<file path="src/rtl/dbd_pkg.sv">
package dbd_pkg;

    localparam int DATE_W  = 27;
    localparam int YEAR_W  = 14;
    localparam int COUNT_W = 22;
    localparam int DNUM_W  = 23;

    // floor(v / 10000) = (v * YEAR_RECIP) >> YEAR_SHIFT, exact for v < 2**27
    localparam logic [27:0] YEAR_RECIP = 28'd219902326;
    localparam int          YEAR_SHIFT = 41;
    // floor(r / 100) = (r * MON_RECIP) >> 20, exact for r < 10000
    localparam logic [13:0] MON_RECIP  = 14'd10486;
    // floor(y / 100) = (y * CENT_RECIP) >> 21, exact for y < 2**14
    localparam logic [14:0] CENT_RECIP = 15'd20972;

    localparam logic [COUNT_W-1:0] COUNT_MAX = {COUNT_W{1'b1}};

    localparam logic [8:0] DAYS_BEFORE [16] = '{
        9'd0, 9'd0, 9'd31, 9'd59, 9'd90, 9'd120, 9'd151, 9'd181,
        9'd212, 9'd243, 9'd273, 9'd304, 9'd334, 9'd0, 9'd0, 9'd0
    };

    typedef struct packed {
        logic [YEAR_W-1:0] year;
        logic [3:0]        month;
        logic [4:0]        day;
        logic              leap;
        logic [11:0]       leaps;   // leap years before this year
    } date_t;

    typedef struct packed {
        logic  bad;
        date_t lo;
        date_t hi;
    } item_t;

    typedef struct packed {
        logic  valid;
        item_t item;
    } push_t;

    function automatic logic [4:0] month_len(input logic [3:0] m);
        logic [4:0] len;
        case (m) inside
            4'd2:                      len = 5'd28;
            4'd4, 4'd6, 4'd9, 4'd11:   len = 5'd30;
            default:                   len = 5'd31;
        endcase
        return len;
    endfunction

endpackage

</file>
<file path="src/rtl/dbd_front.sv">
module dbd_front (
    input  logic                          clk,
    input  logic                          rst_n,
    input  logic                          date_valid,
    output logic                          date_stall,
    input  logic [dbd_pkg::DATE_W-1:0]    first_date,
    input  logic [dbd_pkg::DATE_W-1:0]    second_date,
    output dbd_pkg::push_t                push,
    input  logic                          q_full
);
    import dbd_pkg::*;

    typedef enum logic [5:0] {
        F_IDLE  = 6'b000001,
        F_YEAR  = 6'b000010,
        F_REM   = 6'b000100,
        F_MON   = 6'b001000,
        F_DAY   = 6'b010000,
        F_CHECK = 6'b100000
    } fstate_t;

    fstate_t state_reg, state_next;

    logic [DATE_W-1:0] v_reg    [2];
    logic [YEAR_W-1:0] y_reg    [2];
    logic [13:0]       r_reg    [2];
    logic [6:0]        m_reg    [2];
    logic [6:0]        d_reg    [2];
    logic [7:0]        q100_reg [2];
    logic [6:0]        r100_reg [2];

    logic accept;
    logic [54:0] year_prod [2];
    logic [27:0] mon_prod  [2];
    logic [28:0] cent_prod [2];
    logic [26:0] rem_full  [2];
    logic [13:0] day_full  [2];
    logic [7:0]  cent_full [2];
    logic        ok        [2];
    date_t       dt        [2];

    assign accept     = date_valid && (state_reg == F_IDLE);
    assign date_stall = (state_reg != F_IDLE);

    always_comb
    begin
        state_next = state_reg;
        case (state_reg)
            F_IDLE:  if (date_valid) state_next = F_YEAR;
            F_YEAR:  state_next = F_REM;
            F_REM:   state_next = F_MON;
            F_MON:   state_next = F_DAY;
            F_DAY:   state_next = F_CHECK;
            F_CHECK: if (!q_full) state_next = F_IDLE;
            default: state_next = F_IDLE;
        endcase
    end

    always_ff @(posedge clk or negedge rst_n)
    begin
        if (!rst_n)
            state_reg <= F_IDLE;
        else
            state_reg <= state_next;
    end

    always_comb
    begin
        for (int i = 0; i < 2; i++)
        begin
            year_prod[i] = 55'(v_reg[i]) * 55'(YEAR_RECIP);
            rem_full[i]  = v_reg[i] - 27'(y_reg[i]) * 27'd10000;
            mon_prod[i]  = 28'(r_reg[i]) * 28'(MON_RECIP);
            cent_prod[i] = 29'(y_reg[i]) * 29'(CENT_RECIP);
            day_full[i]  = r_reg[i] - 14'(m_reg[i]) * 14'd100;
            cent_full[i] = 8'(y_reg[i] - 14'(q100_reg[i]) * 14'd100);
        end
    end

    // ordering, year, remainder/century, month/century remainder, day
    always_ff @(posedge clk)
    begin
        case (state_reg)
            F_IDLE:
                if (accept)
                begin
                    v_reg[0] <= (first_date > second_date) ? second_date : first_date;
                    v_reg[1] <= (first_date > second_date) ? first_date : second_date;
                end
            F_YEAR:
                for (int i = 0; i < 2; i++)
                    y_reg[i] <= year_prod[i][54:YEAR_SHIFT];
            F_REM:
                for (int i = 0; i < 2; i++)
                begin
                    r_reg[i]    <= rem_full[i][13:0];
                    q100_reg[i] <= cent_prod[i][28:21];
                end
            F_MON:
                for (int i = 0; i < 2; i++)
                begin
                    m_reg[i]    <= mon_prod[i][26:20];
                    r100_reg[i] <= cent_full[i][6:0];
                end
            F_DAY:
                for (int i = 0; i < 2; i++)
                    d_reg[i] <= day_full[i][6:0];
            default:
            begin
            end
        endcase
    end

    always_comb
    begin
        for (int i = 0; i < 2; i++)
        begin
            logic [7:0]  c100;
            logic [7:0]  c400;
            logic [12:0] c4;
            logic [12:0] lsum;
            logic [4:0]  lim;
            logic        lp;
            lp   = ((y_reg[i][1:0] == 2'd0) && (r100_reg[i] != 7'd0))
                || ((r100_reg[i] == 7'd0) && (q100_reg[i][1:0] == 2'd0));
            c100 = q100_reg[i] + 8'(r100_reg[i] != 7'd0);
            c400 = 8'((9'(c100) + 9'd3) >> 2);
            c4   = 13'((15'(y_reg[i]) + 15'd3) >> 2);
            lsum = c4 - 13'(c100) + 13'(c400);
            lim  = (m_reg[i] == 7'd2 && lp) ? 5'd29 : month_len(m_reg[i][3:0]);
            ok[i] = (m_reg[i] >= 7'd1) && (m_reg[i] <= 7'd12) && (d_reg[i] != 7'd0)
                 && (d_reg[i] <= 7'(lim));
            dt[i].year  = y_reg[i];
            dt[i].month = m_reg[i][3:0];
            dt[i].day   = d_reg[i][4:0];
            dt[i].leap  = lp;
            dt[i].leaps = lsum[11:0];
        end
    end

    assign push.valid    = (state_reg == F_CHECK) && !q_full;
    assign push.item.bad = !(ok[0] && ok[1]);
    assign push.item.lo  = dt[0];
    assign push.item.hi  = dt[1];

    a_accept_starts: assert property (@(posedge clk) disable iff (!rst_n)
        (date_valid && !date_stall) |=> (state_reg == F_YEAR))
        else $error("front did not start after a transfer");

endmodule

</file>
<file path="src/rtl/dbd_fifo.sv">
module dbd_fifo (
    input  logic            clk,
    input  logic            rst_n,
    input  dbd_pkg::push_t  push,
    output logic            full,
    input  logic            pop,
    output dbd_pkg::item_t  pop_item,
    output logic            empty
);
    import dbd_pkg::*;

    item_t      mem_reg [2];
    logic       wr_ptr_reg, rd_ptr_reg;
    logic [1:0] count_reg;

    assign full     = (count_reg == 2'd2);
    assign empty    = (count_reg == 2'd0);
    assign pop_item = mem_reg[rd_ptr_reg];

    always_ff @(posedge clk or negedge rst_n)
    begin
        if (!rst_n)
        begin
            wr_ptr_reg <= 1'b0;
            rd_ptr_reg <= 1'b0;
            count_reg  <= 2'd0;
        end
        else
        begin
            if (push.valid)
                wr_ptr_reg <= !wr_ptr_reg;
            if (pop)
                rd_ptr_reg <= !rd_ptr_reg;
            count_reg <= count_reg + 2'(push.valid) - 2'(pop);
        end
    end

    always_ff @(posedge clk)
    begin
        if (push.valid)
            mem_reg[wr_ptr_reg] <= push.item;
    end

    a_no_overflow: assert property (@(posedge clk) disable iff (!rst_n)
        !(push.valid && full))
        else $error("queue written while full");

    a_no_underflow: assert property (@(posedge clk) disable iff (!rst_n)
        !(pop && empty))
        else $error("queue read while empty");

endmodule

</file>
<file path="src/rtl/dbd_back.sv">
module dbd_back (
    input  logic                          clk,
    input  logic                          rst_n,
    input  logic                          q_empty,
    input  dbd_pkg::item_t                q_item,
    output logic                          pop,
    output logic                          span_valid,
    input  logic                          span_stall,
    output logic [dbd_pkg::COUNT_W-1:0]   day_count,
    output logic                          bad_date
);
    import dbd_pkg::*;

    typedef enum logic [2:0] {
        B_IDLE = 3'b001,
        B_NUM  = 3'b010,
        B_SPAN = 3'b100
    } bstate_t;

    bstate_t state_reg, state_next;

    item_t              item_reg;
    logic [DNUM_W-1:0]  nlo_reg, nhi_reg;
    logic               span_valid_reg;
    logic [COUNT_W-1:0] day_count_reg;
    logic               bad_reg;

    logic               out_free;
    logic [DNUM_W:0]    span;
    logic [COUNT_W-1:0] span_sat;

    function automatic logic [DNUM_W-1:0] day_num(input date_t dt);
        return DNUM_W'(dt.year) * DNUM_W'(365) + DNUM_W'(dt.leaps)
             + DNUM_W'(DAYS_BEFORE[dt.month]) + DNUM_W'(dt.day)
             + DNUM_W'((dt.month > 4'd2) && dt.leap);
    endfunction

    assign out_free = !span_valid_reg || !span_stall;
    assign pop      = (state_reg == B_IDLE) && !q_empty;

    always_comb
    begin
        state_next = state_reg;
        case (state_reg)
            B_IDLE:  if (!q_empty) state_next = B_NUM;
            B_NUM:   state_next = B_SPAN;
            B_SPAN:  if (out_free) state_next = B_IDLE;
            default: state_next = B_IDLE;
        endcase
    end

    // dates are ordered by packed value, so nhi >= nlo for any good pair
    always_comb
    begin
        if (nhi_reg >= nlo_reg)
            span = {1'b0, nhi_reg} - {1'b0, nlo_reg} + (DNUM_W+1)'(1);
        else
            span = (DNUM_W+1)'(1);
        span_sat = (span > (DNUM_W+1)'(COUNT_MAX)) ? COUNT_MAX : span[COUNT_W-1:0];
    end

    always_ff @(posedge clk or negedge rst_n)
    begin
        if (!rst_n)
        begin
            state_reg      <= B_IDLE;
            span_valid_reg <= 1'b0;
        end
        else
        begin
            state_reg <= state_next;
            if (state_reg == B_SPAN && out_free)
                span_valid_reg <= 1'b1;
            else if (!span_stall)
                span_valid_reg <= 1'b0;
        end
    end

    always_ff @(posedge clk)
    begin
        if (pop)
            item_reg <= q_item;
        if (state_reg == B_NUM)
        begin
            nlo_reg <= day_num(item_reg.lo);
            nhi_reg <= day_num(item_reg.hi);
        end
        if (state_reg == B_SPAN && out_free)
        begin
            bad_reg       <= item_reg.bad;
            day_count_reg <= item_reg.bad ? '0 : span_sat;
        end
    end

    assign span_valid = span_valid_reg;
    assign day_count  = day_count_reg;
    assign bad_date   = bad_reg;

    a_bad_zero: assert property (@(posedge clk) disable iff (!rst_n)
        (span_valid_reg && bad_reg) |-> (day_count_reg == '0))
        else $error("bad date with nonzero count");

endmodule

</file>
<file path="src/rtl/days_between_dates.sv">
// channel  | transfer when          | fields
// ---------+------------------------+---------------------------------
// date     | date_valid & !date_stall | first_date[26:0], second_date[26:0]
// span     | span_valid & !span_stall | day_count[21:0], bad_date
//
// Front takes one date pair at a time, date_stall high until done: order,
// divide-by-10000, remainder, divide-by-100, day, one registered step each
// for both dates, then validate and push to the queue. Back pops a pair,
// then registers its day numbers and span; a 2-entry queue sits between
// them, and the output register holds a result while span_stall.
// Reset clears only control state; no memory clearing is needed.
module days_between_dates (
    input  logic                          clk,
    input  logic                          rst_n,
    input  logic                          date_valid,
    output logic                          date_stall,
    input  logic [dbd_pkg::DATE_W-1:0]    first_date,
    input  logic [dbd_pkg::DATE_W-1:0]    second_date,
    output logic                          span_valid,
    input  logic                          span_stall,
    output logic [dbd_pkg::COUNT_W-1:0]   day_count,
    output logic                          bad_date
);
    import dbd_pkg::*;

    push_t push;
    item_t q_item;
    logic  q_full, q_empty, pop;

    dbd_front u_front (
        .clk         (clk),
        .rst_n       (rst_n),
        .date_valid  (date_valid),
        .date_stall  (date_stall),
        .first_date  (first_date),
        .second_date (second_date),
        .push        (push),
        .q_full      (q_full)
    );

    dbd_fifo u_fifo (
        .clk      (clk),
        .rst_n    (rst_n),
        .push     (push),
        .full     (q_full),
        .pop      (pop),
        .pop_item (q_item),
        .empty    (q_empty)
    );

    dbd_back u_back (
        .clk        (clk),
        .rst_n      (rst_n),
        .q_empty    (q_empty),
        .q_item     (q_item),
        .pop        (pop),
        .span_valid (span_valid),
        .span_stall (span_stall),
        .day_count  (day_count),
        .bad_date   (bad_date)
    );

endmodule
</file>
<file path="config.mk">
export PLATFORM = sky130hd
export DESIGN_NAME = days_between_dates
export DESIGN_NICKNAME = d
export VERILOG_FILES = /design/src/rtl/dbd_pkg.sv /design/src/rtl/dbd_front.sv /design/src/rtl/dbd_fifo.sv /design/src/rtl/dbd_back.sv /design/src/rtl/days_between_dates.sv
export SDC_FILE = /design/constraint.sdc
export NUM_CORES = 2
export LEC_CHECK = 0
export BUFFER_PORTS_ARGS = -buffer_cell sky130_fd_sc_hd__buf_2
export CAP_MARGIN = 0
export CORE_ASPECT_RATIO = 0.8
export CORE_MARGIN = 4
export CORE_UTILIZATION = 50
export CTS_BUF_LIST = sky130_fd_sc_hd__clkbuf_4 sky130_fd_sc_hd__clkbuf_8 sky130_fd_sc_hd__clkbuf_16
export CTS_CLUSTER_SIZE = 30
export DETAILED_ROUTE_END_ITERATION = 10
export PLACE_DENSITY = 0.66
export SLEW_MARGIN = 15
export SYNTH_ARGS = -nofsm -noshare
export SYNTH_HDL_FRONTEND = slang
export SYNTH_SLANG_ARGS = --single-unit
export TNS_END_PERCENT = 50
</file>
<file path="constraint.sdc">
create_clock -name clk -period 21 [get_ports clk]
set_clock_uncertainty 0.15 [all_clocks]
set_input_delay 2.1 -clock clk [delete_from_list [all_inputs] [get_ports clk]]
set_output_delay 2.1 -clock clk [all_outputs]
set_load 0.01 [all_outputs]
</file>
# == Word level (Yosys, flattened, before mapping) ==
# Memory sizes are Yosys's and may differ from the RTL's. A register that Yosys moved wholly into a read port is not among the register bits.
# Cells that the tools add are included.
# classes
add_sub_neg,28
multipliers,14
magnitude_cmp,13
n_eq_ne,28
muxes,35
bitwise_logic,2
reduce_logical,44
# ops
op,n
"27-bit by 27-bit multiplier with 54-bit output, second input constant",2
"14-bit by 13-bit multiplier with 27-bit output, second input constant",2
27-bit two-way mux,2
"14-bit by 13-bit multiplier with 26-bit output, second input constant",2
23-bit by 1-bit adder with 23-bit output,2
23-bit by 12-bit adder with 23-bit output,2
23-bit by 5-bit adder with 23-bit output,2
23-bit by 9-bit adder with 23-bit output,2
"14-bit by 9-bit multiplier with 23-bit output, second input constant",2
9-bit two-way mux,4
6-bit case mux with 6 select lines,1
"14-bit by 2-bit adder with 14-bit output, second input constant",2
"14-bit by 10-bit multiplier with 10-bit output, second input constant",2
7-bit nonzero test,4
14-bit subtractor,2
7-bit subtractor,4
27-bit greater-than comparator,1
12-bit by 7-bit adder with 12-bit output,2
"24-bit by 1-bit adder with 24-bit output, second input constant",1
"24-bit by 22-bit greater-than comparator with 1-bit output, second input constant",1
24-bit two-way mux,1
12-bit by 8-bit subtractor with 12-bit output,2
23-bit by 23-bit subtractor with 24-bit output,1
23-bit greater-or-equal comparator,1
other kinds (42),117
# word_totals
reg_bits,83
ram_bits,314
romBits,288
input_bits,58
out_inout_bits,25
elab_cells,184
n_memories,10
# memory_table
memory,words,word_bits,rd,rd_clocked_by_memory_dff,wr,line,text
u_fifo.mem_reg,2,73,1,1,1,dbd_fifo.sv:12,item_t mem_reg [2];
(no name shown),16,9,1,0,0,dbd_back.sv:34,+ DNUM_W'(DAYS_BEFORE[dt.month]) + DNUM_W'(dt.day)
(no name shown),16,9,1,0,0,dbd_back.sv:34,
u_front.v_reg,2,27,2,0,2,dbd_front.sv:24,logic [DATE_W-1:0] v_reg [2];
u_front.r_reg,2,14,2,0,2,dbd_front.sv:26,logic [13:0] r_reg [2];
u_front.y_reg,2,14,2,0,2,dbd_front.sv:25,logic [YEAR_W-1:0] y_reg [2];
+4 memories,n/a,n/a,n/a,n/a,n/a,n/a,

# == Depth between registers and ports, before layout ==
# An unclocked memory read counts as a cell.
# logic_depth
word_depth,10
depth_mapped,25
ltp_nobuf,25

# == Cells and area by module ==
# From an unflattened synthesis, not the netlist that was laid out.
# hier_totals
cells_unflattened,6317
hier_area_um2,69565.5
# by_module_without_submodules
mod,instances,cells_per_inst,area_each_um2,seq_area_each_um2
dbd_front,1,4812,49826.5,5196.2
dbd_back,1,1263,14027.2,4365.4
dbd_fifo,1,242,5711.7,4484.3

# == Worst setup path after synthesis ==
# Ideal clock, no wire load.
# synth_timing
kind,register -> register
start,memory u_front.v_reg[0][7]
end,memory u_front.y_reg[0][7] (data pin)
setup_ns,0.262
arrival_time_ns,6.304
t_required_ns,20.588
path_slack_ns,14.284
path_stages_with_launch,22
path_buffers,0
synth_period_minus_slack_ns,6.716
cell_sequence,edfxtp_1 -> ha_1 -> fa_1 -> fa_1 -> inv_1 -> fa_1 -> fa_1 -> inv_1 -> fa_1 -> inv_1 -> fa_1 -> inv_1 -> ha_1 -> nand4_1 -> nor4_1 -> nand3_1 -> o221ai_1 -> nor4bb_1 -> o31ai_1 -> a21oi_1 -> o21bai_1 -> xor2_1
# synth_lines
item,line
start: declaration,dbd_front.sv:24
end: declaration,dbd_front.sv:25

==> flow_metrics.tcl <==
set metrics [dict create \
    outcome "finished clean" \
    die_h_um 341 \
    final_common_cell "inv_1" \
    synth_nets 8771 \
    first_pass_iters 6 \
    synthSimpleGateAreaFrac_pct 4.11 \
    synthAdderAreaFrac_pct 53.9 \
    most-common-layout-cells "inv_1 (1999), ha_1 (1289), fa_1 (1062)" \
    synth_xor_area_share_pct 3.08 \
    synthMuxAreaShare_pct 2.34 \
    avgSynthCellArea_um2 10.9 \
    instances_no_fill 8376 \
    vias 42400 \
    overflow 0 \
    crit_type "reg -> reg" \
    clk_latency_ns 0.64 \
    ys_seq_elements 470 \
    dp_hpwl_um 135000 \
    ctsHoldBuffers 0 \
    finalCoreUtilization_pct 54.1 \
    hold_violations 0 \
    synth_compound_area_share_pct 5.28 \
    yosysSeqAreaShare_pct 20.3 \
    max_slew_margin_pct 32.1 \
    gp_congestion 0.991 \
    crit_path_max_fanout 9 \
    die_x_um 424 \
    row_count 121 \
    ctsResizeCount 0 \
    min_period_ns 8.09 \
    start_util_pct 50.7 \
    largest_register_ff_count 146 \
    clock-sinks 470 \
    postCtsSetupBuffers 0 \
    grt_pass1_vias 45800 \
    rsz0062_at_grt "false" \
    pin_count 83 \
    h-tree-depth 2 \
    cp-start-kind "flop" \
    die-area_mm2 0.145 \
    grt_usage_pct 22.4 \
    synth_top_family_by_area "adder cells" \
    root_buffer "clkbuf_16" \
    critical_path_arrival_ns 8.32 \
    synthArstFlopShare_pct 2.98 \
    fin_crit_sh_pct 38.5 \
    wire_per_inst_um 18.5 \
    required_ns 21.22 \
    drv_cap 0 \
    drc 0 \
    path_clk_slew_ns 0.06 \
    hold_path.class "reg -> reg" \
    place_inst 8280 \
    cts_tree "yes" \
    area_growth_syn_to_layout_pct 6.73 \
    fin_nets 8897 \
    drt_first_iter_violations 2290 \
    seqCellArea_mm2 0.0140 \
    synth_cell_types 81 \
    clk_path_buf_depth 3 \
    synth_top_flop_cell "edfxtp_1" \
    wl_um 155000 \
    grt_pass1_wl_um 254000 \
    setup_tns_ns 0 \
    drive_gt1_share_pct 4.55 \
    syn_area_mm2 0.0693 \
    grt_start_max_net_pins 62 \
    multi_input_area_mm2 0.0477 \
    synth_edf_count 456 \
    slew_viol_final 0 \
    antenna_left 0 \
    io_buffers 82 \
    nFillCells 12000 \
    yosys_warnings 0 \
    antenna_found_initial 0 \
    vias_per_cell 5.07 \
    syn_inst 6362 \
    cts_buffers 51 \
    setup_violations 0 \
    fmax_mhz 124 \
    core-area_mm2 0.137 \
    worst_slew_pin_slew_ns 1.01 \
    cp-end-kind "flop" \
]
[synth_stat cells (all sizes together), types with 5 or more instances]
master / count / area (um2)
inv: 2000 / 7510
ha: 1289 / 16100
fa: 1062 / 21300
edfxtp: 456 / 13700
xnor2: 180 / 1580
a21oi: 173 / 866
nor2: 155 / 582
mux2: 134 / 1510
a21o: 114 / 856
nand2: 100 / 375
o21ai: 94 / 470
nand3: 64 / 320
xor2: 64 / 561
nor3: 43 / 215
nand2b: 33 / 206
nand4: 32 / 200
nor2b: 32 / 200
a211oi: 28 / 220
and3: 23 / 144
o21a: 20 / 150
and2: 16 / 100
clkbuf: 16 / 60.1
o21bai: 16 / 120
a21boi: 15 / 113
nor4: 15 / 124
or3: 15 / 93.8
a31oi: 12 / 75.1
dfrtp: 12 / 300
mux2i: 11 / 110
buf: 10 / 60.1
nor3b: 9 / 72.6
a2111oi: 8 / 70.1
o31a: 8 / 70.1
o211ai: 7 / 52.6
o31ai: 7 / 52.6
o22ai: 6 / 37.5
a211o: 5 / 43.8
a221oi: 5 / 43.8
o2111ai: 5 / 43.8
o311ai: 5 / 43.8
or2: 5 / 31.3
or4: 5 / 37.5
[cell families (layout without fill, tap and decap cells)]
logic type | Yosys count | after routing
muxes | 145 | 145
other | 0 | 1
DFF | 470 | 470
adders and majority gates | 2351 | 2351
and+or+nand+nor | 563 | 563
xor gates and xnor gates | 244 | 244
AOI/OAI and AO/OA | 562 | 562
buffers and inverters | 2027 | 2195
[worst paths after layout]
path	startpoint	end	slack (ns)	cells after the start
setup / recovery	u_front.v_reg[0][7]	u_front.y_reg[0][7]	12.91	21
hold / removal	u_fifo.count_reg[1]	u_fifo.count_reg[1]	0.35	1
setup reg to reg	u_front.v_reg[0][7]	u_front.y_reg[0][7]	12.91	21
hold reg to reg	u_fifo.count_reg[1]	u_fifo.count_reg[1]	0.35	1
max in group asynchronous	rst_n	u_fifo.rd_ptr_reg	19.07	1
min in group asynchronous	rst_n	u_front.state_reg[2]	1.26	1
[per-stage QoR]
step	hold WS, ns	area [um2]	setup slack (ns)
after global placement	0.334	72100	12.95
after detailed placement	0.344	72100	12.91
after floorplan	0.295	69300	14.28
final	0.351	74000	12.91
after CTS	0.359	74000	12.86
after global routing	0.375	74000	12.53
[critical path, stage by stage, from the launching register on]
cell and delay (ns):
edfxtp_1 0.60, ha_1 0.64, fa_1 0.52, fa_1 0.54, inv_1 0.05, fa_1 0.58, fa_1 0.59, inv_1 0.06
fa_1 0.54, inv_1 0.06, fa_1 0.53, inv_1 0.04, ha_1 0.35, nand4_1 0.22, nor4_1 0.68, nand3_1 0.14
o221ai_1 0.44, nor4bb_1 0.13, o31ai_1 0.50, a21oi_1 0.18, o21bai_1 0.18, xor2_1 0.08
[final cells by class]
type | instances | share of cell area [%]
multi-input cells | 3865 | 64.5
flip-flops and latches | 470 | 19.0
clock inverters | 37 | 0.702
repair buffers | 99 | 0.727
diodes | 1 | 0.00338
clock buffers | 58 | 1.83
well taps | 1845 | 3.12
inverters | 2001 | 10.2
[metal layers]
metal  track usage, %  part of all wire (%)  vias to the layer above
li1                 -                     -                    20300
met1             33.0                    48                    21200
met2             35.7                    46                      779
met3             3.73                   5.3                      134
met4             3.04                   1.4                        0
met5                0                     0                        -
Power is not shown: default switching activity piles up to over one toggle a cycle in this logic, so the estimate is an artifact.
